`src/rtl/lrse_ram.sv`:
```
`timescale 1ns / 1ps

module lrse_ram #(
  parameter int WIDTH = 8,
  parameter int DEPTH = 64
) (
  input  logic                     clk,
  input  logic                     we,
  input  logic [$clog2(DEPTH)-1:0] waddr,
  input  logic [WIDTH-1:0]         wdata,
  input  logic                     re,
  input  logic [$clog2(DEPTH)-1:0] raddr,
  output logic [WIDTH-1:0]         rdata
);

  logic [WIDTH-1:0] mem [DEPTH];

  always_ff @(posedge clk) begin
    if (we) begin
      mem[waddr] <= wdata;
    end
    if (re) begin
      rdata <= mem[raddr];
    end
  end

endmodule
```
`config.mk`:
```
export PLATFORM = sky130hd
export DESIGN_NAME = lrse_ram
export DESIGN_NICKNAME = d
export VERILOG_FILES = /design/src/rtl/lrse_ram.sv
export SDC_FILE = /design/constraint.sdc
export NUM_CORES = 1
export LEC_CHECK = 0
export BUFFER_PORTS_ARGS = -buffer_cell sky130_fd_sc_hd__buf_2
export CAP_MARGIN = 0
export CELL_PAD_IN_SITES_DETAIL_PLACEMENT = 0
export CELL_PAD_IN_SITES_GLOBAL_PLACEMENT = 2
export CORE_MARGIN = 5
export CORE_UTILIZATION = 50
export CTS_CLUSTER_DIAMETER = 80
export DETAILED_ROUTE_END_ITERATION = 7
export GPL_TIMING_DRIVEN = 0
export PLACE_DENSITY = 0.81
export SETUP_SLACK_MARGIN = 0.15
export SLEW_MARGIN = 30
export SYNTH_ARGS = -nofsm -noshare
export SYNTH_HDL_FRONTEND = slang
export SYNTH_SLANG_ARGS = --single-unit
```
`constraint.sdc`:
```
create_clock -name clk -period 2.4 [get_ports clk]
set_input_delay 0.24 -clock clk [delete_from_list [all_inputs] [get_ports clk]]
set_output_delay 0.24 -clock clk [all_outputs]
set_load 0.02 [all_outputs]
```
# Yosys cells after proc, flatten, opt, wreduce, memory -nomap -nowiden
# Memory sizes are Yosys's and may differ from the RTL's. A register that Yosys moved wholly into a read port is not among the register bits.
# Cells that the tools add are included.
# classes
addsub	0
mul	0
div	0
order_cmp	0
n_eq_ne	0
shift	0
n_mux	2
bitwise	0
reduce_logical	0
# op_table
operator	n
2-to-1 mux 1 bit	2
# totals
ff_bits	0
latch_bits	0
ramBits	512
mem_bits_ro	0
in_bits	23
output_inout_bits	8
elab_cells	3
mem_count	1
# mem_list
name	words	width	rd	rd_ports_with_merged_regs	write_ports	line_no	rtl
mem	64	8	1	1	1	16	logic [WIDTH-1:0] mem [DEPTH];

# Depth between registers and ports, before layout
# logic_depth
ltp_word	2
depth_mapped	9
depth_no_buf	5

# Worst setup path after synthesis
# Ideal clock, no wire load.
# synth_timing
kind	input-to-reg
start	input raddr[1]
end	register rdata[3] (read register of mem) (data pin)
setup_ps	266
t_arrival_ps	1780
required_time_ps	2134
path_slack_ps	354
path_stages	7
path_cell_list	buf_4 > buf_2 > buf_2 > mux4_2 > mux4_2 > o21ai_1 > o41ai_1
# synth_rtl
element	line_no	rtl
start: declaration	12	input logic [$clog2(DEPTH)-1:0] raddr,
end: declaration	13	output logic [WIDTH-1:0] rdata

==> flow_summary.yaml <==
critical_path:
  critPathSlowestCell: "o41ai_2"
  cp-start-kind: "input port"
  critPathMaxFanout: 10
  cp_cell_sequence: "buf_4 -> buf_4 -> buf_4 -> clkbuf_4 -> nand3b_1 -> o22ai_1 -> o41ai_2"
  cp-end-kind: "flop"
  worstPathArrival_ns: 2.57
  required_ns: 2.71
  path_common_cell: "buf_4"
  path_class: "in2reg"
  max_stage_delay_ns: 0.56
timing:
  max_freq_ghz: 0.443
  tightest_slew_ns: 0.930
  relSlewSlack_pct: 37.8
  period_share_pct: 94.0
  finalHoldViolCount: 0
  finalSetupViolations: 0
  period_needed_ns: 2.26
  clock_skew_ns: 0.0126
  rsz0062_at_grt: "true"
  final-max-slew-violation-count: 0
  setup_slack_ns: 0.143
clock_tree:
  clkTransAtPathRegs_ns: 0.06
  cts_tree: "built"
  cts_max_level: 2
  post_cts_buffers: 0
  clockRootBuffer: "clkbuf_16"
  cts.sinks: 520
  clockBufferDepth: 3
  clkLatencyLatePin_ns: 0.58
  numCtsBuffers: 52
  ctsHoldBuffers: 0
worst_hold_path:
  hp-class: "in2reg"
final_layout:
  layout_common_cells: "520 x edfxtp_1, 126 x mux4_2, 83 x nor2_1"
  fin_nets: 1040
  fin_area_um2: 22600
  final_common_cell: "edfxtp_1"
  utilization_pct: 56.7
  area_delta_synth_final_pct: 11.8
  drive_above_1_share_pct: 25.9
  diodes: 0
logic_synthesis:
  synth_compound_area_share_pct: 2.06
  synth_cell_type_count: 39
  synth-async-reset-ratio_pct: 0
  synthSimpleGateAreaFrac_pct: 3.37
  synth-edff-count: 520
  yosys_register_bits: 520
  netlist_area_um2: 20200
  synth_area_per_cell_um2: 21.5
  synth_ff_type: "edfxtp_1"
  synth_cells: 940
  yosysSeqAreaShare_pct: 77.1
  synth-adder-area-share_pct: 0
  synth_mux_area_share_pct: 15.9
  synth_top_family_by_area: "multiplexers"
  yosysWarnings: 0
  synth_xor_area_share_pct: 0
  synth_nets: 963
global_routing:
  grt.total_usage_pct: 22.0
  grt_pass1_wl_um: 68800
  grt_max_degree: 65
  antenna_found_initial: 1
  grt_overflow: 0
  grt_pass1_vias: 9823
power_and_ir_drop:
  p_per_area_nw_per_um2: 817
  p_leak_nw: 7.02
  ir_worst_vdd_v: 0.000464
routing:
  drcViolationCount: 0
  drt_iter0_drc: 1192
  ant_nets: 0
  drt-total-wl_um: 48000
  avgRoutedWirePerCell_um: 30.4
  dr.pass1.iters: 5
  viasPerCell: 6.21
  vias: 9787
floorplan:
  die-height_um: 211
  die_w_um: 211
  core-area_um2: 39900
  design.die.area_um2: 44600
  num_io_pins: 31
  rows: 73
  start_util_pct: 50.7
placed_design:
  io_buffers: 22
  dp_slack_ns: -0.844
  gp_congestion: 0.890
  hpwl_um: 30200
  place_area_um2: 21000
job:
  cap_violations: 0
run_status:
  outcome: "finished, final reports clean"
layout make-up:
class | instances | area [um2]
plain buffers | 51 | 333
clock buffers | 60 | 1350
fillers | 2912 | 17300
multi-input cells | 369 | 4360
clock inverters | 28 | 173
repair buffers | 23 | 141
well taps | 525 | 657
flip-flops and latches | 520 | 15600
path summary, 6_finish.rpt:
| kind | start | endpoint | slack [ns] | cells past startpoint |
|---|---|---|---|---|
| worst min register to register | mem[35][2] | rdata[2] | 0.91 | 4 |
| worst min-delay path | re | rdata[2] | 0.06 | 1 |
| worst max register to register | mem[20][4] | rdata[4] | 0.24 | 5 |
| worst max-delay path | raddr[1] | rdata[5] | 0.14 | 7 |
routing by layer:
layer	GRT usage, %	part of all wire (%)	vias up
met5	0	0.027	-
met1	31.9	41	5137
met3	5.97	9.8	99
met4	8.03	3.8	2
met2	32.5	46	453
li1	-	-	4096
cells in the mapped netlist, drive strengths merged, types with 4 or more instances:
cell type	instances	area (um2)
mux4	126	2840
mux2i	23	230
nand2b	7	43.8
nor3	7	35.0
o21ai	4	20.0
clkbuf	17	63.8
nand2	19	71.3
o22ai	8	50.1
nand3	13	65.1
a221oi	6	52.6
nor2	83	312
nor2b	14	87.6
buf	34	253
edfxtp	520	15600
mux2	13	146
a211oi	4	30.0
o221ai	8	70.1
sequential cells by signal (all words and copies together) (netlist names):
signal	flops
mem	512
rdata	8
worst max-delay path, delay by kind of cell:
kind | cells | cell delay [ns]
and+or+nand+nor | 1 | 0.35
AOI/OAI and AO/OA | 2 | 0.78
buffers and inverters | 4 | 1.18
stage by stage:
stage / cells / hold slack [ns] / setup TNS [ns] / power, mW
3_5_place_dp: 1487 / 0.641 / -23.31 / 11.3
4_1_cts: 1575 / 0.0259 / 0 / 18.6
6_report: 1576 / 0.0619 / 0 / 18.5
5_1_grt: 1576 / 0.0387 / 0 / 19.1
3_3_place_gp: 1487 / 0.641 / -16.07 / 11.3
2_1_floorplan: 940 / 0.339 / 0 / 10.8
cell families after synthesis:
logic type	count (synthesis)
flops	520
simple gates	153
mux	162
compound gates	54
buf+inv	51
report_power, final:
part | switching [mW] | internal [mW]
clock | 3.18 | 4.19
combinational | 0.660 | 0.363
sequential | 0.0189 | 10.1
total | 3.86 | 14.6
repair_timing:
item                                    CTS  global route
gates resized for setup                  10            10
gates cloned                              0             0
pin swaps                                 0             0
hold endpoints to repair                  0             0
endpoints found under the setup margin    7             7
No activity file was read; power rests on OpenSTA's default activity.
